==> src/rtl/gcr_sector_data_prenibblizer_assert.svh <==
// assertion macros for the sector data prenibblizer
// expects clk and arst_n in the scope of the module that includes it
`ifndef GCR_SECTOR_DATA_PRENIBBLIZER_ASSERT_SVH
`define GCR_SECTOR_DATA_PRENIBBLIZER_ASSERT_SVH

// same-cycle implication, disabled while in reset
`define GCR_ASSERT_IMP(lbl, ante, cons, msg) \
	lbl: assert property (@(posedge clk) disable iff (!arst_n) (ante) |-> (cons)) \
		else $error(msg);

// next-cycle implication, disabled while in reset
`define GCR_ASSERT_NXT(lbl, ante, cons, msg) \
	lbl: assert property (@(posedge clk) disable iff (!arst_n) (ante) |=> (cons)) \
		else $error(msg);

`endif

==> src/rtl/gcr_pn_pkg.sv <==
// shared constants and types for the sector data prenibblizer
// no dependencies
`default_nettype none

package gcr_pn_pkg;

	localparam int unsigned SECTOR_BYTES = 524;
	localparam int unsigned POS_W        = $clog2(SECTOR_BYTES);
	localparam logic [POS_W-1:0] LAST_POS = POS_W'(SECTOR_BYTES - 1);

	localparam int unsigned BYTE_W = 8;
	localparam int unsigned SUM_W  = 9;
	localparam int unsigned SYM_W  = 6;

	// symbols per full group of three bytes, and for the sector tail
	localparam int unsigned GROUP_SYMS = 4;
	localparam int unsigned TAIL_SYMS  = 7;
	localparam int unsigned BUF_DEPTH  = TAIL_SYMS;
	localparam int unsigned CNT_W      = $clog2(BUF_DEPTH + 1);

	// position of a byte within its group of three
	typedef enum logic [2:0] {
		PH_FIRST  = 3'b001,
		PH_SECOND = 3'b010,
		PH_THIRD  = 3'b100
	} phase_t;

endpackage

`default_nettype wire

==> src/rtl/gcr_sector_data_prenibblizer.sv <==
// Sector data prenibblizer: 6-and-2 data field encoding of a 524-byte sector.
// Uses gcr_pn_pkg and the assertion macros in gcr_sector_data_prenibblizer_assert.svh.
//
// Input channel s_*: one sector byte per item in s_tdata, 12 tag bytes then
// 512 data bytes. Output channel m_*: one 6-bit symbol per item in the low
// bits of m_tdata, m_tlast high on the final checksum symbol of the sector.
// A byte is registered in the input register when accepted and is processed
// from there; the third byte of a group loads the symbols into the output
// queue registers. Every third byte loads four symbols into a seven-entry
// output queue, the last sector byte loads seven; the queue sends one symbol
// per cycle while m_tready is high. The third byte of a group and the last
// sector byte move on only when the queue is empty or sends its final entry
// in that cycle. Other bytes never wait for the queue. When the receiver
// stalls, the queue holds its head symbol and the input register fills,
// after which s_tready drops. Reset clears the checksums, the byte count,
// the input register and the queue; after the last sector byte the
// checksums and the byte count return to zero on their own and the next
// byte starts a new sector.
`default_nettype none

module gcr_sector_data_prenibblizer (
	input  wire logic       clk,
	input  wire logic       arst_n,
	input  wire logic       s_tvalid,
	output logic            s_tready,
	input  wire logic [7:0] s_tdata,   // [7:0] data_byte
	output logic            m_tvalid,
	input  wire logic       m_tready,
	output logic [7:0]      m_tdata,   // [5:0] symbol, [7:6] zero
	output logic            m_tlast    // last
);

	`include "gcr_sector_data_prenibblizer_assert.svh"

	localparam int unsigned BW = gcr_pn_pkg::BYTE_W;
	localparam int unsigned SW = gcr_pn_pkg::SUM_W;
	localparam int unsigned YW = gcr_pn_pkg::SYM_W;
	localparam int unsigned DEPTH = gcr_pn_pkg::BUF_DEPTH;
	localparam int unsigned CW = gcr_pn_pkg::CNT_W;
	localparam int unsigned PW = gcr_pn_pkg::POS_W;
	localparam logic [CW-1:0] GROUP_CNT = CW'(gcr_pn_pkg::GROUP_SYMS);
	localparam logic [CW-1:0] TAIL_CNT  = CW'(gcr_pn_pkg::TAIL_SYMS);

	// input register
	logic          valid_s1;
	logic [BW-1:0] data_s1;

	// encoder state
	logic [SW-1:0]      sum_a_q, sum_b_q, sum_c_q;
	logic [PW-1:0]      pos_q;
	logic [BW-1:0]      held_first_q, held_second_q;
	gcr_pn_pkg::phase_t phase_q;

	// output queue
	logic [YW-1:0] sym_q [DEPTH];
	logic [CW-1:0] cnt_q;
	logic          last_q;

	// next state and load values
	logic [SW-1:0]      sum_a_n, sum_b_n, sum_c_n;
	logic [PW-1:0]      pos_n;
	logic [BW-1:0]      held_first_n, held_second_n;
	gcr_pn_pkg::phase_t phase_n;
	logic [YW-1:0]      load_sym [DEPTH];
	logic [CW-1:0]      load_cnt;
	logic               load_last;
	logic               produces;
	logic               at_last;

	logic [BW-1:0] rot_a;
	logic [BW-1:0] third;
	logic          buf_free;
	logic          s1_adv;
	logic          buf_load;
	logic          pop;

	// used by the assertions only
	logic group_adv;
	logic tail_adv;
	logic state_clear;

	assign at_last = (pos_q == gcr_pn_pkg::LAST_POS);
	assign rot_a   = {sum_a_q[BW-2:0], sum_a_q[BW-1]};
	assign third   = data_s1 ^ sum_b_q[BW-1:0];

	always_comb begin
		sum_a_n       = sum_a_q;
		sum_b_n       = sum_b_q;
		sum_c_n       = sum_c_q;
		pos_n         = pos_q + PW'(1);
		held_first_n  = held_first_q;
		held_second_n = held_second_q;
		phase_n       = phase_q;
		produces      = 1'b0;
		load_cnt      = CW'(gcr_pn_pkg::GROUP_SYMS);
		load_last     = 1'b0;
		for (int i = 0; i < DEPTH; i++) begin
			load_sym[i] = '0;
		end
		unique case (phase_q)
			gcr_pn_pkg::PH_FIRST: begin
				// rotate within 8 bits, the bit that wraps also carries into sum_c
				sum_a_n      = {1'b0, rot_a};
				sum_c_n      = sum_c_q + {1'b0, data_s1} + {{(SW-1){1'b0}}, sum_a_q[BW-1]};
				held_first_n = data_s1 ^ rot_a;
				phase_n      = gcr_pn_pkg::PH_SECOND;
			end
			gcr_pn_pkg::PH_SECOND: begin
				sum_b_n       = sum_b_q + {1'b0, data_s1} + {{(SW-1){1'b0}}, sum_c_q[SW-1]};
				sum_c_n       = {1'b0, sum_c_q[BW-1:0]};
				held_second_n = data_s1 ^ sum_c_q[BW-1:0];
				phase_n       = gcr_pn_pkg::PH_THIRD;
				if (at_last) begin
					produces    = 1'b1;
					load_cnt    = CW'(gcr_pn_pkg::TAIL_SYMS);
					load_last   = 1'b1;
					load_sym[0] = {held_first_q[7:6], held_second_n[7:6], 2'b00};
					load_sym[1] = held_first_q[YW-1:0];
					load_sym[2] = held_second_n[YW-1:0];
					// checksum top bits: sum_c high, sum_a low
					load_sym[3] = {sum_c_n[7:6], sum_b_n[7:6], sum_a_q[7:6]};
					load_sym[4] = sum_c_n[YW-1:0];
					load_sym[5] = sum_b_n[YW-1:0];
					load_sym[6] = sum_a_q[YW-1:0];
					sum_a_n       = '0;
					sum_b_n       = '0;
					sum_c_n       = '0;
					pos_n         = '0;
					held_first_n  = '0;
					held_second_n = '0;
					phase_n       = gcr_pn_pkg::PH_FIRST;
				end
			end
			gcr_pn_pkg::PH_THIRD: begin
				// carry left in sum_a bit 8 is dropped by the next rotation
				sum_a_n     = sum_a_q + {1'b0, data_s1} + {{(SW-1){1'b0}}, sum_b_q[SW-1]};
				sum_b_n     = {1'b0, sum_b_q[BW-1:0]};
				phase_n     = gcr_pn_pkg::PH_FIRST;
				produces    = 1'b1;
				load_sym[0] = {held_first_q[7:6], held_second_q[7:6], third[7:6]};
				load_sym[1] = held_first_q[YW-1:0];
				load_sym[2] = held_second_q[YW-1:0];
				load_sym[3] = third[YW-1:0];
			end
			default: begin
				phase_n = gcr_pn_pkg::PH_FIRST;
			end
		endcase
	end

	assign pop      = m_tvalid && m_tready;
	assign buf_free = (cnt_q == '0) || ((cnt_q == CW'(1)) && m_tready);
	assign s1_adv   = valid_s1 && (!produces || buf_free);
	assign buf_load = s1_adv && produces;
	assign s_tready = !valid_s1 || s1_adv;

	assign m_tvalid = (cnt_q != '0);
	assign m_tdata  = {{(8-YW){1'b0}}, sym_q[0]};
	assign m_tlast  = last_q && (cnt_q == CW'(1));

	assign group_adv   = s1_adv && (phase_q == gcr_pn_pkg::PH_THIRD);
	assign tail_adv    = s1_adv && (phase_q == gcr_pn_pkg::PH_SECOND) && at_last;
	assign state_clear = (pos_q == '0) && (sum_a_q == '0) && (sum_b_q == '0) &&
		(sum_c_q == '0) && (phase_q == gcr_pn_pkg::PH_FIRST);

	always_ff @(posedge clk or negedge arst_n) begin
		if (!arst_n) begin
			valid_s1      <= 1'b0;
			sum_a_q       <= '0;
			sum_b_q       <= '0;
			sum_c_q       <= '0;
			pos_q         <= '0;
			held_first_q  <= '0;
			held_second_q <= '0;
			phase_q       <= gcr_pn_pkg::PH_FIRST;
			cnt_q         <= '0;
			last_q        <= 1'b0;
		end else begin
			if (s_tready) begin
				valid_s1 <= s_tvalid;
			end
			if (s1_adv) begin
				sum_a_q       <= sum_a_n;
				sum_b_q       <= sum_b_n;
				sum_c_q       <= sum_c_n;
				pos_q         <= pos_n;
				held_first_q  <= held_first_n;
				held_second_q <= held_second_n;
				phase_q       <= phase_n;
			end
			if (buf_load) begin
				cnt_q  <= load_cnt;
				last_q <= load_last;
			end else if (pop) begin
				cnt_q <= cnt_q - CW'(1);
			end
		end
	end

	// payload registers, no reset
	always_ff @(posedge clk) begin
		if (s_tvalid && s_tready) begin
			data_s1 <= s_tdata;
		end
		if (buf_load) begin
			for (int i = 0; i < DEPTH; i++) begin
				sym_q[i] <= load_sym[i];
			end
		end else if (pop) begin
			for (int i = 0; i < DEPTH - 1; i++) begin
				sym_q[i] <= sym_q[i+1];
			end
		end
	end

	`GCR_ASSERT_IMP(a_no_overrun, buf_load, !(m_tvalid && !m_tready), "queue loaded on a stall")
	`GCR_ASSERT_NXT(a_group_load, group_adv, cnt_q == GROUP_CNT && !last_q, "group load wrong")
	`GCR_ASSERT_NXT(a_tail_load, tail_adv, cnt_q == TAIL_CNT && last_q, "sector tail load wrong")
	`GCR_ASSERT_NXT(a_sector_reset, tail_adv, state_clear, "state not cleared after sector end")

endmodule

`default_nettype wire

==> config.mk <==
export PLATFORM = sky130hd
export DESIGN_NAME = gcr_sector_data_prenibblizer
export DESIGN_NICKNAME = d
export VERILOG_FILES = /design/src/rtl/gcr_pn_pkg.sv /design/src/rtl/gcr_sector_data_prenibblizer.sv
export VERILOG_INCLUDE_DIRS = /design/src /design/src/rtl
export SDC_FILE = /design/constraint.sdc
export NUM_CORES = 1
export LEC_CHECK = 0
export BUFFER_PORTS_ARGS = -buffer_cell sky130_fd_sc_hd__buf_2
export CORE_ASPECT_RATIO = 1.2
export CORE_MARGIN = 4
export CORE_UTILIZATION = 60
export DETAILED_ROUTE_END_ITERATION = 8
export GPL_TIMING_DRIVEN = 0
export PLACE_DENSITY_LB_ADDON = 0.2
export SKIP_CTS_REPAIR_TIMING = 1
export SLEW_MARGIN = 10
export SYNTH_ARGS = -nofsm -noshare
export SYNTH_HDL_FRONTEND = slang
export SYNTH_SLANG_ARGS = --single-unit
==> constraint.sdc <==
create_clock -name clk -period 4.4 [get_ports clk]
set_input_delay 0 -clock clk [delete_from_list [all_inputs] [get_ports clk]]
set_output_delay 0 -clock clk [all_outputs]
set_load 0.01 [all_outputs]
Word level (Yosys, flattened, before mapping)

Memory sizes are Yosys's and may differ from the RTL's.
Cells that the tools add are included.

Register bits: 69
Memory bits (writable): 42
Word-level logic and storage cells: 95
Memories kept: 1

Memories:

| memory | words | width | rd ports | clocked after Yosys merged registers in | write ports | RTL line                           | source |
|---|---|---|---|---|---|---|---|
| sym_q  | 7     | 6     | 7        | 0                                       | 7           | gcr_sector_data_prenibblizer.sv:55 | `logic [YW-1:0] sym_q [DEPTH];` |

$add $sub $neg: 8
Eq/ne operators: 6
Muxes and demuxes: 34
Bitwise logic cells: 10
Reductions and logical operators: 23

Operator list:

| cell                                                 | number |
|---|---|
| case mux 24 bit (2 select lines)                     | 1 |
| 2-to-1 mux 42 bit                                    | 1 |
| 2-to-1 mux 6 bit                                     | 6 |
| case mux 9 bit (2 select lines)                      | 2 |
| adder 9 x 1 -> 9 bit                                 | 3 |
| adder 9 x 8 -> 9 bit                                 | 3 |
| case mux 9 bit (3 select lines)                      | 1 |
| 2-to-1 mux 8 bit                                     | 3 |
| XOR 8 bit                                            | 3 |
| 2-to-1 mux 10 bit                                    | 2 |
| 2-to-1 mux 18 bit                                    | 1 |
| 2-to-1 mux 9 bit                                     | 2 |
| case mux 8 bit (2 select lines)                      | 1 |
| adder 10 x 1 -> 10 bit (second input constant)       | 1 |
| equality test 10 bit (second input constant)         | 1 |
| 2-to-1 mux 3 bit                                     | 3 |
| AND reduction 3 bit                                  | 3 |
| 2-to-1 mux 1 bit                                     | 7 |
| equality test 3 x 1 -> 1 bit (second input constant) | 2 |
| logical AND 1 bit                                    | 6 |
| bitwise OR 1 bit                                     | 6 |
| case mux 3 bit (2 select lines)                      | 1 |
| AND reduction 2 bit                                  | 3 |
| nonzero test 2 bit                                   | 3 |
| 11 further kinds                                     | 16 |

Depth between registers and ports, before layout

Depth in word-level cells: 10
Mapped depth: 11
Gate-level depth less buffers: 9

Least setup slack after synthesis

Ideal clock, no wire load.

Path type: register to register
Start: register pos_q[0]
End: register cnt_q[0]
Data arrival time: 2.550 ns
Required time: 4.276 ns
Slack: 1.726 ns
Cell stages (with the launch flop): 9
Path buffers: 2
Clock period less this slack: 2.674 ns
Path through: dfrtp_1 > ha_1 > and2_1 > clkbuf_1 > and4_1 > buf_4 > o21ai_2 > nand2_1 > o22a_1

Word-level cells in the longest chain between the ends: 8
Elaborated cells on any way between the ends: 11
Those cells by class: 1 x eq/ne; 5 x mux; 5 x reduce/logical

RTL lines:

| item                                                   | RTL line                            | source |
|---|---|---|
| start: declaration                                     | gcr_sector_data_prenibblizer.sv:50  | `logic [PW-1:0] pos_q;` |
| start signal: assignment                               | gcr_sector_data_prenibblizer.sv:186 | `pos_q <= pos_n;` |
| equality test 10 bit *                                 | gcr_sector_data_prenibblizer.sv:82  | `assign at_last = (pos_q == gcr_pn_pkg::LAST_POS);` |
| 2-to-1 mux 1 bit                                       | gcr_sector_data_prenibblizer.sv:113 | `if (at_last) begin` |
| case mux 1 bit (2 select lines)                        | gcr_sector_data_prenibblizer.sv:100 | `unique case (phase_q)` |
| zero test 1 bit                                        | gcr_sector_data_prenibblizer.sv:153 | `assign s1_adv = valid_s1 && (!produces \|\| buf_free);` |
| logical OR 1 bit                                       | gcr_sector_data_prenibblizer.sv:153 |  |
| logical AND 1 bit                                      | gcr_sector_data_prenibblizer.sv:153 |  |
| logical AND 1 bit                                      | gcr_sector_data_prenibblizer.sv:154 | `assign buf_load = s1_adv && produces;` |
| 2-to-1 mux 3 bit or nonzero test 2 bit (tied branches) | -                                   |  |
| end signal: assignment                                 | gcr_sector_data_prenibblizer.sv:192 | `cnt_q <= load_cnt;` |
| end signal: assignment                                 | gcr_sector_data_prenibblizer.sv:195 | `cnt_q <= cnt_q - CW'(1);` |
| end: declaration                                       | gcr_sector_data_prenibblizer.sv:56  | `logic [CW-1:0] cnt_q;` |

Every way passes the cells marked *; elsewhere a longest branch is shown, timed or not.
A chain may end at the register's enable or synchronous reset.

==> metrics.cfg <==
[synth]
synthCells=553
synth_area_leader_cell=edfxtp_1
synth.avg_cell_area_um2=10.60
ys_types=61
synth-edff-count=50
yosys_most_used_dff=dfrtp_1
synth_area_leaders=edfxtp_1, dfrtp_1, ha_1, nand2_1, nor2_1
yosysSeqAreaShare=0.5127
yosys_warnings=0
ys_ff_latch=110
ys_async_sr_fraction=0.5455
syn_area_um2=5859
synth.top_cell.area_share=0.2562

[power_and_ir_drop]
pwr-share-comb=0.384
powerDensity_nw_per_um2=645.8
internal_power_w=0.002614
vdd_drop_max_v=0.0003572
finalPower_w=0.004223
p_clk_frac=0.207
leakagePower_nw=2.898
switching_share=0.3810
p_sw_w=0.001609
power_frac_seq=0.409

[cells_and_area]
instances_no_fill=723
drive_gt1_frac=0.1233
num-nets-final=639
area_delta_synth_final_pct=11.60
antenna_cells=0

[floorplan]
fp-row-count=39
coreArea_um2=9515
die_area_um2=11420
die_w_um=98.21
die-height_um=116.3
initial_core_util=0.6158
io-pin-count=23

[worst_setup_path]
setup.worst_path.end_class=register
slowest_delay_ns=0.59
regToRegSetupSlack_ns=1.46
crit_chain=fa_1, inv_1, fa_1, nor2b_1, o31a_1, o31ai_1, o31ai_1, o2bb2a_1, o21ai_0
critical-path-top-delay-family=compound AO/OA/AOI/OAI gates
cp_data_arrival_time_ns=3.13
reg2reg_from=data_s1[0]
cpMaxStageDelayCell=edfxtp_1
rr_worst_depth=9
r2r-end=sym_q[3][2]
setup.worst_path.end=sym_q[3][2]
cp_data_required_time_ns=4.60
worstSetupStartpoint=data_s1[0]
worstSetupPathType=reg -> reg
cp.depth=9
path_max_fanout=6
start_kind=register
path_buf_inv=1

[routing]
wl_met1_um=5794
dr.pass1.iters=5
wl_met3_um=936
wl_met2_um=7123
top_layer_used=met4
postRouteAntennaNets=0
route.detailed.drc=0
drt-initial-drc-count=346
viasPerCell=6.260
via_count=4526
wl_um=14610
routedWlPerCell_um=20.21

[sta]
relSlewSlack=0.4039
setup_tns_ns=0
final-hold-violation-count=1
rsz0062_at_grt=no
finalWorstSetupSlack_ns=1.461
worstMarginPinSlew_ns=0.8910
hold_ws_ns=-0.008466
setup_violations=0
fmax_mhz=340.3
period_needed_ns=2.939
fin_crit_sh=0.6679
fin_skew_ns=0.005863
final_max_slew_viol_count=0

[place]
dp_cells=697
place_ws_ns=1.541
dp_hpwl_um=10260
io_buffers=20
place_congestion=1.001

[clock_network]
clk_pin_slew_ns=0.07
insertion_delay_ns=0.36
cts_tree=built
h-tree-depth=3
cts_max_path_buffers=2
clock-sinks=110
cts_buffers=9
clockRootBuffer=clkbuf_16

[global_route]
grt_pass1_wl_um=23760
grt_max_degree=61
grt_pass1_vias=4532
antenna_found_initial=0
grtUsageTotal=0.2725
grt_overflow=0

[min_path]
holdCritPathClass=in -> reg

[outcome]
violations=hold timing
outcome=finished, violations left

[flow_run]
maxCapViolations=0

## registers in the layout, indices dropped and copies added, names as in the netlist
signal / flops
held_second_q: 8
pos_q: 10
cnt_q: 3
held_first_q: 8
sum_c_q: 9
sym_q: 42
last_q: 1
valid_s1: 1
sum_b_q: 9
data_s1: 8
sum_a_q: 8
phase_q: 3
## worst register-to-register path, stage by stage, from the launching register on
cell and delay, ns:
edfxtp_1 0.59, fa_1 0.53, inv_1 0.09, fa_1 0.20, nor2b_1 0.07, o31a_1 0.27
o31ai_1 0.35, o31ai_1 0.18, o2bb2a_1 0.32, o21ai_0 0.17
## cell usage after synthesis, drive strengths merged (5+ instances only)
library cell,instances
nand2,86
nor2,63
a21o,5
o21a,7
o21ai,21
xor2,20
nand4,6
buf,16
clkbuf,9
and2,11
a21oi,28
inv,14
nand3,20
a22o,16
edfxtp,50
nor2b,5
ha,26
a221oi,12
dfrtp,59
xnor2,9
o31ai,15
a22oi,6
fa,6
## cells by family after synthesis
family / share of synthesized area
muxes: 0.001708
buffers and inverters: 0.03182
AOI/OAI and AO/OA: 0.1644
other: 0.0006400
adders and majority gates: 0.07602
DFF: 0.5127
and+or+nand+nor: 0.1693
xor gates and xnor gates: 0.04335
## stage by stage
stage | util | area [um2]
after floorplan | - | 5863
after global placement | 0.6429 | 6117
after detailed placement | 0.6434 | 6122
after CTS | 0.6767 | 6439
after global routing | 0.6872 | 6539
final | 0.6872 | 6539
## power by group through the flow
stage / registers (W) / logic [W] / clock network [W]
3_3_place_gp: 0.00171 / 0.00151 / 0
4_1_cts: 0.00172 / 0.00160 / 0.000882
5_1_grt: 0.00176 / 0.00182 / 0.000937
2_1_floorplan: 0.00164 / 0.00123 / 0
6_report: 0.00173 / 0.00162 / 0.000874
3_5_place_dp: 0.00173 / 0.00159 / 0
## per-layer routing
| layer | track usage | vias up |
|---|---|---|
| met4 | 0.1585 | 0 |
| met1 | 0.3431 | 2208 |
| met2 | 0.4519 | 189 |
| met5 | 0 | - |
| met3 | 0.04241 | 57 |
| li1 | - | 2072 |
## layout by cell type, fill, tap and decap left out, types with 3 or more instances in the layout
master,instances
a21o_1,5
a21oi_1,28
a221oi_1,3
a221oi_2,9
a22o_1,16
a22oi_1,6
a31oi_1,3
and2_1,11
and3_1,3
buf_2,27
buf_4,7
clkbuf_1,11
clkbuf_16,9
dfrtp_1,59
dlygate4sd3_1,10
edfxtp_1,50
fa_1,6
ha_1,26
inv_1,13
nand2_1,83
nand2_2,3
nand2b_1,4
nand3_1,20
nand3b_1,4
nand4_1,5
nor2_1,62
nor2b_1,5
nor3_1,3
o21a_1,6
o21ai_0,20
o31ai_1,15
xnor2_1,9
xor2_1,20
## final cells by class
class                   count  area, um2
flip-flops and latches    110       3004
inverters                  14      52.55
clock buffers              12      246.5
well taps                 123      153.9
clock inverters             4      70.07
multi-input cells         405       2675
plain buffers              25      133.9
fillers                   734       2977
repair buffers             30      202.7
## how the worst min path moves through the flow
| stage | startpoint | depth (start not counted) | slack (ns) | end |
|---|---|---|---|---|
| 2_1_floorplan | arst_n | 0 | -0.30 | cnt_q[0] |
| 3_3_place_gp | s_tdata[4] | 1 | 0.18 | data_s1[4] |
| 3_5_place_dp | arst_n | 1 | 0.14 | held_second_q[0] |
| 4_1_cts | arst_n | 1 | -0.24 | held_second_q[0] |
| 5_1_grt | m_tready | 3 | 0.008 | cnt_q[2] |
| 6_report | m_tready | 3 | -0.008 | cnt_q[2] |
No activity file was read; power rests on OpenSTA's default activity.
